===== src/hw/rtl/dsm_pkg.sv =====
`timescale 1ns / 1ps
`default_nettype none
// ----------------------------------------------------------------------------
// dsm_pkg
// Shared sizes, operation codes and control/status bundles of the
// deduplicating stack with membership marks.
// ----------------------------------------------------------------------------
package dsm_pkg;

    // Storage sizes.
    localparam int STACK_DEPTH = 1024;
    localparam int VALUE_RANGE = 1024;

    // Fixed field widths of the item and result.
    localparam int CMD_W    = 2;
    localparam int VALUE_W  = 10;
    localparam int LIMIT_W  = 11;
    localparam int STATUS_W = 2;
    localparam int LEVEL_W  = 11;

    localparam int IN_DATA_W  = 24;
    localparam int OUT_DATA_W = 24;

    // Derived internal widths.
    localparam int STK_AW  = $clog2(STACK_DEPTH);
    localparam int VAL_AW  = $clog2(VALUE_RANGE);
    localparam int FILL_W  = $clog2(STACK_DEPTH + 1);
    localparam int RANGE_W = $clog2(VALUE_RANGE + 1);
    localparam int IDX_W0  = (FILL_W > RANGE_W) ? FILL_W : RANGE_W;
    localparam int IDX_W   = (IDX_W0 > LIMIT_W) ? IDX_W0 : LIMIT_W;

    // Operation codes carried in the cmd field.
    typedef enum logic [CMD_W-1:0] {
        OP_PUSH  = 2'd0,
        OP_POP   = 2'd1,
        OP_CLEAR = 2'd2,
        OP_INIT  = 2'd3
    } dsm_op_t;

    // Status codes reported with each result.
    localparam logic [STATUS_W-1:0] STS_OK        = 2'd0;
    localparam logic [STATUS_W-1:0] STS_OVERFLOW  = 2'd1;
    localparam logic [STATUS_W-1:0] STS_UNDERFLOW = 2'd2;

    // Commands from the controller to the datapath.
    typedef struct packed {
        logic take;    // accept the item on the input channel
        logic lookup;  // memory read data of a push or pop is available
        logic walk;    // stepping through a clear or init walk
        logic sweep;   // clearing all marks after reset
        logic load;    // move the finished result into the output register
    } dsm_cmd_t;

    // Status from the datapath to the controller.
    typedef struct packed {
        dsm_op_t in_op;     // operation of the item at the input
        logic    fill_zero; // stack is empty
        logic    walk_done; // the walk or sweep has no step left
        logic    out_free;  // output register can take a result this cycle
    } dsm_sts_t;

endpackage
`default_nettype wire


===== src/hw/rtl/dsm_ctrl.sv =====
`timescale 1ns / 1ps
`default_nettype none
// ----------------------------------------------------------------------------
// dsm_ctrl
// Controller of the deduplicating stack: sequences the reset sweep, the
// one-step push and pop, the clear and init walks and the result hand-off.
// ----------------------------------------------------------------------------
module dsm_ctrl (
    input  wire logic              aclk,
    input  wire logic              aresetn,
    input  wire logic              s_tvalid,
    output logic                   s_tready,
    input  wire dsm_pkg::dsm_sts_t sts,
    output dsm_pkg::dsm_cmd_t      cmd
);

    typedef enum logic [4:0] {
        ST_SWEEP  = 5'b00001,
        ST_IDLE   = 5'b00010,
        ST_LOOKUP = 5'b00100,
        ST_WALK   = 5'b01000,
        ST_FINISH = 5'b10000
    } dsm_state_t;

    dsm_state_t state_reg;
    dsm_state_t state_next;
    logic       take;

    assign take = (state_reg == ST_IDLE) && s_tvalid;

    // Next-state logic.
    always_comb begin
        state_next = state_reg;
        case (state_reg)
            ST_SWEEP: begin
                if (sts.walk_done) begin
                    state_next = ST_IDLE;
                end
            end
            ST_IDLE: begin
                if (s_tvalid) begin
                    case (sts.in_op)
                        dsm_pkg::OP_PUSH: state_next = ST_LOOKUP;
                        dsm_pkg::OP_POP:  state_next = sts.fill_zero ? ST_FINISH : ST_LOOKUP;
                        default:          state_next = ST_WALK;
                    endcase
                end
            end
            ST_LOOKUP: begin
                state_next = ST_FINISH;
            end
            ST_WALK: begin
                if (sts.walk_done) begin
                    state_next = ST_FINISH;
                end
            end
            ST_FINISH: begin
                if (sts.out_free) begin
                    state_next = ST_IDLE;
                end
            end
            default: begin
                state_next = ST_SWEEP;
            end
        endcase
    end

    // State register; reset starts the mark sweep.
    always_ff @(posedge aclk) begin
        if (!aresetn) begin
            state_reg <= ST_SWEEP;
        end else begin
            state_reg <= state_next;
        end
    end

    // Commands to the datapath.
    assign cmd.take   = take;
    assign cmd.lookup = (state_reg == ST_LOOKUP);
    assign cmd.walk   = (state_reg == ST_WALK);
    assign cmd.sweep  = (state_reg == ST_SWEEP);
    assign cmd.load   = (state_reg == ST_FINISH) && sts.out_free;

    assign s_tready = (state_reg == ST_IDLE);

endmodule
`default_nettype wire


===== config.mk =====
export PLATFORM = sky130hd
export DESIGN_NAME = dsm_ctrl
export DESIGN_NICKNAME = d
export VERILOG_FILES = /design/src/hw/rtl/dsm_pkg.sv /design/src/hw/rtl/dsm_ctrl.sv
export SDC_FILE = /design/constraint.sdc
export NUM_CORES = 1
export LEC_CHECK = 0
export ABC_AREA = 1
export BUFFER_PORTS_ARGS = -buffer_cell sky130_fd_sc_hd__buf_2
export CORE_AREA = 2 2 39 41
export DETAILED_ROUTE_END_ITERATION = 8
export DIE_AREA = 0 0 41 43
export GPL_ROUTABILITY_DRIVEN = 0
export HOLD_SLACK_MARGIN = 0.08
export PLACE_DENSITY_LB_ADDON = 0.1
export SYNTH_ARGS = -nofsm -noshare
export SYNTH_HDL_FRONTEND = slang
export SYNTH_SLANG_ARGS = --single-unit

===== constraint.sdc =====
create_clock -name aclk -period 1.3 [get_ports aclk]
set_clock_uncertainty 0.1 [all_clocks]
set_input_delay 0.26 -clock aclk [delete_from_list [all_inputs] [get_ports aclk]]
set_output_delay 0.26 -clock aclk [all_outputs]
set_load 0.03 [all_outputs]

## Word level (Yosys, flattened, before mapping)

Index checks and enable logic that the tools add are counted.

| operators by class | value |
|---|---|
| equality and inequality tests | 10 |
| muxes and demuxes | 7 |
| reductions and logical operators | 4 |

Operators with widths:

| kind | number |
|---|---|
| two-way mux 5 bit | 5 |
| case mux 5 bit (5 select lines) | 1 |
| case mux 5 bit (2 select lines) | 1 |
| != test 2 bit, second input constant | 4 |
| equality test 5 x 1 -> 1 bit, second input constant | 1 |
| equality test 5 x 2 -> 1 bit, second input constant | 1 |
| equality test 5 x 3 -> 1 bit, second input constant | 1 |
| equality test 5 x 4 -> 1 bit, second input constant | 1 |
| equality test 5 bit, second input constant | 1 |
| AND reduction 4 bit | 1 |
| equality test 2 x 1 -> 1 bit, second input constant | 1 |
| logical AND 1 bit | 2 |
| logical NOT 2 bit | 1 |

| word-level totals | value |
|---|---|
| flip-flop bits (word level) | 5 |
| output and inout bits | 6 |

## Depth between registers and ports, before layout

Gate-level depths: netlist (run 1).

| depth | value |
|---|---|
| depth in word-level cells | 4 |
| gate-level depth with buffers | 9 |
| gate-level depth less buffers | 9 |

## Worst setup path before layout (run 1)

Ideal clock, no wire load.

| timing path | value |
|---|---|
| kind | register to output |
| start point | register state_reg[2] |
| end point | output cmd[3] in the netlist's numbering |
| arrival time | 1.383 ns |
| required time | 0.940 ns |
| path slack | -0.443 ns |
| cell stages (with the launch flop) | 3 |
| cell sequence | dfxtp_1 -> inv_1 -> nor4_1 |

RTL lines:

| item | line | text |
|---|---|---|
| from (decl) | dsm_ctrl.sv:25 | `dsm_state_t state_reg;` |
| from (signal assigned) | dsm_ctrl.sv:73 | `state_reg <= state_next;` |
| to (decl) | dsm_ctrl.sv:14 | `output dsm_pkg::dsm_cmd_t cmd` |

==> run_summary.xml, run 1 <==
<?xml version="1.0" encoding="UTF-8"?>
<metrics>
  <group name="status">
    <metric name="violations" unit="">setup timing</metric>
    <metric name="status" unit="">finished, violations left</metric>
  </group>
  <group name="clocking">
    <metric name="cts_root_buffer" unit="">clkbuf_4</metric>
    <metric name="tritoncts.num_buffers" unit="">3</metric>
    <metric name="clock_sink_count" unit="">5</metric>
    <metric name="clkTransAtPathRegs" unit="ns">0.04</metric>
    <metric name="cts_tree" unit="">done</metric>
    <metric name="worst_skew_pair.late_latency" unit="ns">0.23</metric>
    <metric name="cts.path.max_buffers" unit="">2</metric>
    <metric name="cts_max_level" unit="">1</metric>
    <metric name="cts_hold_buf" unit="">0</metric>
  </group>
  <group name="worst_setup_path">
    <metric name="crit-reg2reg-launch" unit="">state_reg[3]</metric>
    <metric name="timing.critical_path.slowest_cell_delay" unit="ns">0.36</metric>
    <metric name="reg2reg_setup_slack" unit="ns">-0.14</metric>
    <metric name="worst_ep_arrival_time" unit="ns">1.17</metric>
    <metric name="critical_path_buf_inv_count" unit="">2</metric>
    <metric name="reg2reg_to" unit="">state_reg[2]</metric>
    <metric name="cp_top_family" unit="">flip-flops</metric>
    <metric name="crit_slowest_cell" unit="">dfxtp_4</metric>
    <metric name="r2r.worst_path.cells" unit="">10</metric>
    <metric name="critical_path_class" unit="">reg -&gt; out</metric>
    <metric name="worstPathRequired" unit="ns">0.94</metric>
    <metric name="cp_max_fo" unit="">5</metric>
    <metric name="end_kind" unit="">output pin</metric>
    <metric name="critical_path.cell_chain" unit="">buf_4 -&gt; nor4_4 -&gt; buf_6</metric>
    <metric name="cp-start-kind" unit="">flop</metric>
  </group>
  <group name="layout">
    <metric name="register_area" unit="sq um">116</metric>
    <metric name="largest_reg_flops" unit="">5</metric>
    <metric name="nNetsFinal" unit="">110</metric>
    <metric name="layout.filler_cells" unit="">147</metric>
    <metric name="final_common_cell" unit="">buf_4</metric>
    <metric name="layout.cells.most_common_list" unit="">buf_4 (16), nor2_1 (9), nand3_1 (9)</metric>
    <metric name="insertedDiodeCount" unit="">0</metric>
    <metric name="fraction_of_layout_instances_using_a_drive_strength_above_1" unit="%">65.3</metric>
    <metric name="layout-area-overhead-vs-synth" unit="%">98.7</metric>
    <metric name="multiInputGateArea" unit="sq um">309</metric>
  </group>
  <group name="pwr">
    <metric name="power_density" unit="mW/mm^2">1920</metric>
    <metric name="internal-power" unit="W">0.000796</metric>
    <metric name="vdd.ir_drop.worst" unit="mV">0.746</metric>
    <metric name="switchingPower" unit="W">0.000662</metric>
    <metric name="power.share.sequential" unit="%">21.2</metric>
    <metric name="power_frac_comb" unit="%">67.0</metric>
    <metric name="clockPowerShare" unit="%">11.8</metric>
    <metric name="power_switching_share" unit="%">45.4</metric>
    <metric name="leakagePower" unit="nW">0.385</metric>
  </group>
  <group name="die">
    <metric name="placementRows" unit="">14</metric>
    <metric name="dieWidth" unit="um">41</metric>
    <metric name="dieArea" unit="sq mm">0.00176</metric>
    <metric name="core-area" unit="sq mm">0.00138</metric>
    <metric name="fp.dieH" unit="um">43</metric>
    <metric name="top_level_ports" unit="">14</metric>
    <metric name="floorplan.initialDensity" unit="%">27.7</metric>
  </group>
  <group name="timing">
    <metric name="tightestPinTransition" unit="ns">0.206</metric>
    <metric name="setup_slack" unit="ns">-0.231</metric>
    <metric name="hold_viol" unit="">0</metric>
    <metric name="max-slew-margin-rel" unit="%">86.2</metric>
    <metric name="fin_worst_hold_slack" unit="ns">0.148</metric>
    <metric name="pins_over_slew_limit" unit="">0</metric>
    <metric name="max_freq" unit="MHz">653</metric>
    <metric name="fin_crit_sh" unit="%">118</metric>
    <metric name="finalCriticalPeriod" unit="ns">1.53</metric>
    <metric name="grt_setup_unrepaired" unit="">yes</metric>
    <metric name="setup-violations-final" unit="">10</metric>
  </group>
  <group name="run">
    <metric name="max-cap-violations" unit="">0</metric>
  </group>
  <group name="synthesis">
    <metric name="ys_warn_count" unit="">0</metric>
    <metric name="synth_fp_nets" unit="">76</metric>
    <metric name="yosysUniqueCellTypes" unit="">14</metric>
    <metric name="post_synth.cell_area_avg" unit="sq um">5.63</metric>
    <metric name="synth_cells" unit="">68</metric>
    <metric name="synth.yosys.seq_area_share" unit="%">26.1</metric>
    <metric name="register_bit_total_from_synthesis" unit="">5</metric>
    <metric name="synthesis.area" unit="sq um">383</metric>
  </group>
  <group name="min_path">
    <metric name="min_delay_worst_endpoint" unit="">state_reg[0]</metric>
    <metric name="hold-path-cell-count" unit="">2</metric>
    <metric name="worstHoldPathType" unit="">in -&gt; reg</metric>
    <metric name="hold_start" unit="">aresetn</metric>
  </group>
  <group name="detailed_routing">
    <metric name="via_per_inst" unit="">4.58</metric>
    <metric name="drtIter0Drc" unit="">10</metric>
    <metric name="routed_wl" unit="um">1230</metric>
    <metric name="route.detailed.wl_per_inst" unit="um">10.5</metric>
    <metric name="remaining_drc_errors" unit="">0</metric>
    <metric name="firstDrtPassIters" unit="">4</metric>
    <metric name="num_vias" unit="">536</metric>
    <metric name="final_antenna_net_count" unit="">0</metric>
  </group>
  <group name="global_routing">
    <metric name="gr-total-overflow" unit="">0</metric>
    <metric name="grt_start_max_net_pins" unit="">7</metric>
    <metric name="groute.usage.overall" unit="%">14.6</metric>
    <metric name="number_of_antenna_violations_at_the_first_check_in_global_routing" unit="">0</metric>
    <metric name="grt_first_pass_wirelength" unit="um">1720</metric>
    <metric name="grt_pass1_vias" unit="">437</metric>
  </group>
  <group name="placement">
    <metric name="port_buffer_cells" unit="">13</metric>
    <metric name="detailedPlacementHpwl" unit="um">877</metric>
    <metric name="dpl_worst_slack" unit="ns">-0.0876</metric>
  </group>
</metrics>
-- logic make-up after synthesis --
family                 Yosys count  share of synthesized area, %
buffers and inverters           15                          15.7
and+or+nand+nor                 46                          55.6
AOI/OAI and AO/OA                2                          2.61
DFF                              5                          26.1
-- area by class of cell --
| class | instances | area share [%] |
|---|---|---|
| clock buffers | 4 | 3.45 |
| inverters | 14 | 7.24 |
| multi-input cells | 48 | 40.6 |
| flip-flops and latches | 5 | 15.3 |
| well taps | 16 | 2.63 |
| repair buffers | 30 | 30.8 |
-- cells in the mapped netlist --
library cell	count	share of area, %
a21oi_1	1	1.3
buf_4	1	2.0
clkinv_1	1	0.98
dfxtp_1	5	26
inv_1	9	8.8
inv_2	4	3.9
nand2_1	11	11
nand2_2	2	3.3
nand3_1	12	16
nand4_1	2	3.3
nor2_1	13	13
nor2_2	5	8.2
nor4_1	1	1.6
o21ai_1	1	1.3
-- stage by stage --
step	cells	util, %	area, sq um	power, W	TNS [ns]
4_1_cts	114	47.0	651	0.00120	-1.46
2_1_floorplan	68	-	400	0.000682	-0.0103
3_5_place_dp	106	40.0	553	0.000919	-0.371
6_report	117	55.0	761	0.00146	-1.40
3_3_place_gp	106	40.0	553	0.000922	-0.392
5_1_grt	117	55.0	761	0.00156	-2.14
-- power by group through the flow --
stage               clock network, W  registers [W]  logic (W)
CTS                         0.000178       0.000261   0.000763
finish                      0.000172       0.000309   0.000976
floorplan                          0       0.000243   0.000439
detailed placement                 0       0.000254   0.000665
global route                0.000190       0.000318    0.00105
global placement                   0       0.000255   0.000668
-- worst register-to-register path, cell delays in order (launching register included) --
cell     delay, ns
dfxtp_4       0.36
inv_4         0.06
nand2_2       0.06
nor2_4        0.12
nand2_4       0.07
buf_4         0.13
buf_6         0.10
buf_4         0.12
nor2_2        0.06
nand3_1       0.08
nor2_1        0.11
-- per-layer routing --
layer  routed length, um  vias up  track usage [%]  share of wire [%]
met2                 649       14             21.3                 53
met5                   0        -                0                  0
met4                   5        0             8.00               0.41
li1                    -      279                -                  -
met3                  33        2             1.57                2.7
met1                 540      241             20.0                 44
-- worst max-delay path by stage --
stage	start	slack [ns]	depth (start not counted)	endpoint
floorplan	state_reg[2]	-0.01	6	cmd[4]
global placement	state_reg[3]	-0.09	6	cmd[4]
detailed placement	state_reg[3]	-0.09	6	cmd[4]
CTS	state_reg[3]	-0.26	4	cmd[0]
global route	state_reg[3]	-0.28	3	cmd[3]
finish	state_reg[3]	-0.23	3	cmd[3]
-- repair_timing --
action                     in CTS  in global routing
gates resized for setup        16                 31
setup endpoints to repair      10                 11
buffers inserted                4                  3
pin swaps                       4                  9
Power figures use the tool's default switching activity.
==> run 2: changes to the inputs <==
--- a/config.mk
+++ b/config.mk
@@ -12,7 +12,8 @@
 export DIE_AREA = 0 0 41 43
 export GPL_ROUTABILITY_DRIVEN = 0
 export HOLD_SLACK_MARGIN = 0.08
-export PLACE_DENSITY_LB_ADDON = 0.1
+export MAX_ROUTING_LAYER = met4
+export PLACE_DENSITY = 0.57
 export SYNTH_ARGS = -nofsm -noshare
 export SYNTH_HDL_FRONTEND = slang
 export SYNTH_SLANG_ARGS = --single-unit
==> run 2 against run 1 <==
Effect of this change: the run still ends with setup timing left; global-route usage rose by 0.14 points; routed wire length rose by 9.3%; fmax fell by 2.3%; via count rose by 0.56%; cell area fell by 3.3%; worst hold slack got worse by 0.0057 ns.
==> run_summary.xml, run 2 (same netlist as run 1, synthesis figures left out) <==
<?xml version="1.0" encoding="UTF-8"?>
<metrics>
  <group name="worst_setup_path">
    <metric name="crit_slowest_cell" unit="">dfxtp_4</metric>
    <metric name="critical_path.cell_chain" unit="">inv_1 -&gt; nor2_2 -&gt; nand2_2 -&gt; nor2_1 -&gt; buf_4</metric>
    <metric name="cp_max_fo" unit="">4</metric>
    <metric name="end_kind" unit="">output pin</metric>
    <metric name="critical_path_class" unit="">reg -&gt; out</metric>
    <metric name="r2r.worst_path.cells" unit="">8</metric>
    <metric name="timing.critical_path.slowest_cell_delay" unit="ns">0.37</metric>
    <metric name="worstPathRequired" unit="ns">0.94</metric>
    <metric name="worst_ep_arrival_time" unit="ns">1.21</metric>
    <metric name="cp-start-kind" unit="">flop</metric>
  </group>
  <group name="timing">
    <metric name="max_freq" unit="MHz">638</metric>
    <metric name="tns" unit="ns">-1.30</metric>
    <metric name="setup_slack" unit="ns">-0.267</metric>
    <metric name="max-slew-margin-rel" unit="%">85.1</metric>
    <metric name="tightestPinTransition" unit="ns">0.222</metric>
    <metric name="fin_crit_sh" unit="%">121</metric>
    <metric name="grt_setup_unrepaired" unit="">yes</metric>
    <metric name="setup-violations-final" unit="">8</metric>
    <metric name="hold_viol" unit="">0</metric>
    <metric name="fin_worst_hold_slack" unit="ns">0.142</metric>
    <metric name="pins_over_slew_limit" unit="">0</metric>
    <metric name="finalCriticalPeriod" unit="ns">1.57</metric>
  </group>
  <group name="die">
    <metric name="placementRows" unit="">14</metric>
    <metric name="core-area" unit="sq mm">0.00138</metric>
    <metric name="dieArea" unit="sq mm">0.00176</metric>
    <metric name="dieWidth" unit="um">41</metric>
    <metric name="top_level_ports" unit="">14</metric>
    <metric name="fp.dieH" unit="um">43</metric>
    <metric name="floorplan.initialDensity" unit="%">27.7</metric>
  </group>
  <group name="global_routing">
    <metric name="groute.usage.overall" unit="%">14.7</metric>
    <metric name="grt_first_pass_wirelength" unit="um">1690</metric>
    <metric name="grt_start_max_net_pins" unit="">7</metric>
    <metric name="gr-total-overflow" unit="">0</metric>
    <metric name="number_of_antenna_violations_at_the_first_check_in_global_routing" unit="">0</metric>
    <metric name="grt_pass1_vias" unit="">435</metric>
  </group>
  <group name="run">
    <metric name="max-cap-violations" unit="">0</metric>
  </group>
  <group name="clocking">
    <metric name="cts_tree" unit="">done</metric>
    <metric name="cts_hold_buf" unit="">0</metric>
    <metric name="cts_max_level" unit="">1</metric>
    <metric name="clock_sink_count" unit="">5</metric>
    <metric name="tritoncts.num_buffers" unit="">3</metric>
    <metric name="worst_skew_pair.late_latency" unit="ns">0.25</metric>
    <metric name="cts_root_buffer" unit="">clkbuf_4</metric>
    <metric name="cts.path.max_buffers" unit="">2</metric>
    <metric name="clkTransAtPathRegs" unit="ns">0.05</metric>
  </group>
  <group name="layout">
    <metric name="insertedDiodeCount" unit="">0</metric>
    <metric name="fraction_of_layout_instances_using_a_drive_strength_above_1" unit="%">65.6</metric>
    <metric name="final_common_cell" unit="">buf_4</metric>
    <metric name="largest_reg_flops" unit="">5</metric>
    <metric name="layout-area-overhead-vs-synth" unit="%">92.2</metric>
    <metric name="layout.cells.most_common_list" unit="">buf_4 (12), nor2_1 (9), inv_2 (7), nand3_1 (7), buf_2 (7)</metric>
    <metric name="final-instance-count-excl-fill" unit="">112</metric>
    <metric name="nNetsFinal" unit="">105</metric>
  </group>
  <group name="min_path">
    <metric name="hold-path-cell-count" unit="">2</metric>
    <metric name="worstHoldPathType" unit="">in -&gt; reg</metric>
  </group>
  <group name="placement">
    <metric name="port_buffer_cells" unit="">13</metric>
    <metric name="detailedPlacementHpwl" unit="um">787</metric>
    <metric name="placed_cells_incl_taps" unit="">101</metric>
  </group>
  <group name="status">
    <metric name="violations" unit="">setup timing</metric>
    <metric name="status" unit="">finished, violations left</metric>
  </group>
  <group name="pwr">
    <metric name="leakagePower" unit="nW">0.378</metric>
    <metric name="total_power" unit="W">0.00149</metric>
    <metric name="vdd.ir_drop.worst" unit="mV">0.783</metric>
    <metric name="power_density" unit="mW/mm^2">2020</metric>
  </group>
  <group name="detailed_routing">
    <metric name="via_per_inst" unit="">4.81</metric>
    <metric name="final_antenna_net_count" unit="">0</metric>
    <metric name="drtIter0Drc" unit="">5</metric>
    <metric name="firstDrtPassIters" unit="">4</metric>
    <metric name="route.detailed.wl_per_inst" unit="um">12.0</metric>
    <metric name="num_vias" unit="">539</metric>
    <metric name="remaining_drc_errors" unit="">0</metric>
    <metric name="routed_wl" unit="um">1340</metric>
  </group>
</metrics>
-- run 2: final timing paths --
check                                  start           end  slack [ns]
worst max register to register  state_reg[3]  state_reg[3]       -0.04
worst min register to register  state_reg[1]  state_reg[1]        0.44
worst max-delay path            state_reg[1]        cmd[4]       -0.27
worst min-delay path                 aresetn  state_reg[0]        0.14
-- run 2: cell type report --
cell class | count | area [sq um]
Clock buffer | 4 | 26.3
Inverter | 14 | 55.1
Timing Repair Buffer | 25 | 193
Tap cell | 16 | 20.0
Fill cell | 140 | 648
Sequential cell | 5 | 114
Multi-Input combinational cell | 48 | 328
-- run 2: routing by layer --
layer	part of all wire [%]	wire, um	track usage [%]
met2	53	708	22.2
met3	6.8	92	7.85
met5	0	0	-
met4	1.2	16	2.00
met1	39	526	17.4
-- run 2: power by group --
part / internal, W / total (W) / switching, W
logic: 0.000454 / 0.00101 / 0.000555
registers: 0.000213 / 0.000285 / 0.0000715
clock network: 0.000117 / 0.000191 / 0.0000743
total: 0.000784 / 0.00149 / 0.000701
-- run 2: per-stage QoR --
step                utilization [%]  setup slack [ns]  cell area, sq um
finish                         53.2            -0.267               736
global route                   53.2            -0.305               736
CTS                            43.9            -0.277               607
detailed placement             37.3           -0.0627               515
global placement               37.3           -0.0619               515
floorplan                         -           -0.0103               400
-- run 2: repair_timing --
action | in CTS | in global routing
buffers inserted | 4 | 4
endpoints found under the hold margin | 0 | 0
setup endpoints to repair | 6 | 11
pin swaps | 4 | 12
resized for setup | 14 | 32
gates cloned | 0 | 0
-- run 2: worst max-delay path: cells and delay by family, from the launching register on --
family	cells	cell delay [ns]
flip-flops	1	0.37
buffers and inverters	2	0.24
AND/OR/NAND/NOR	3	0.34
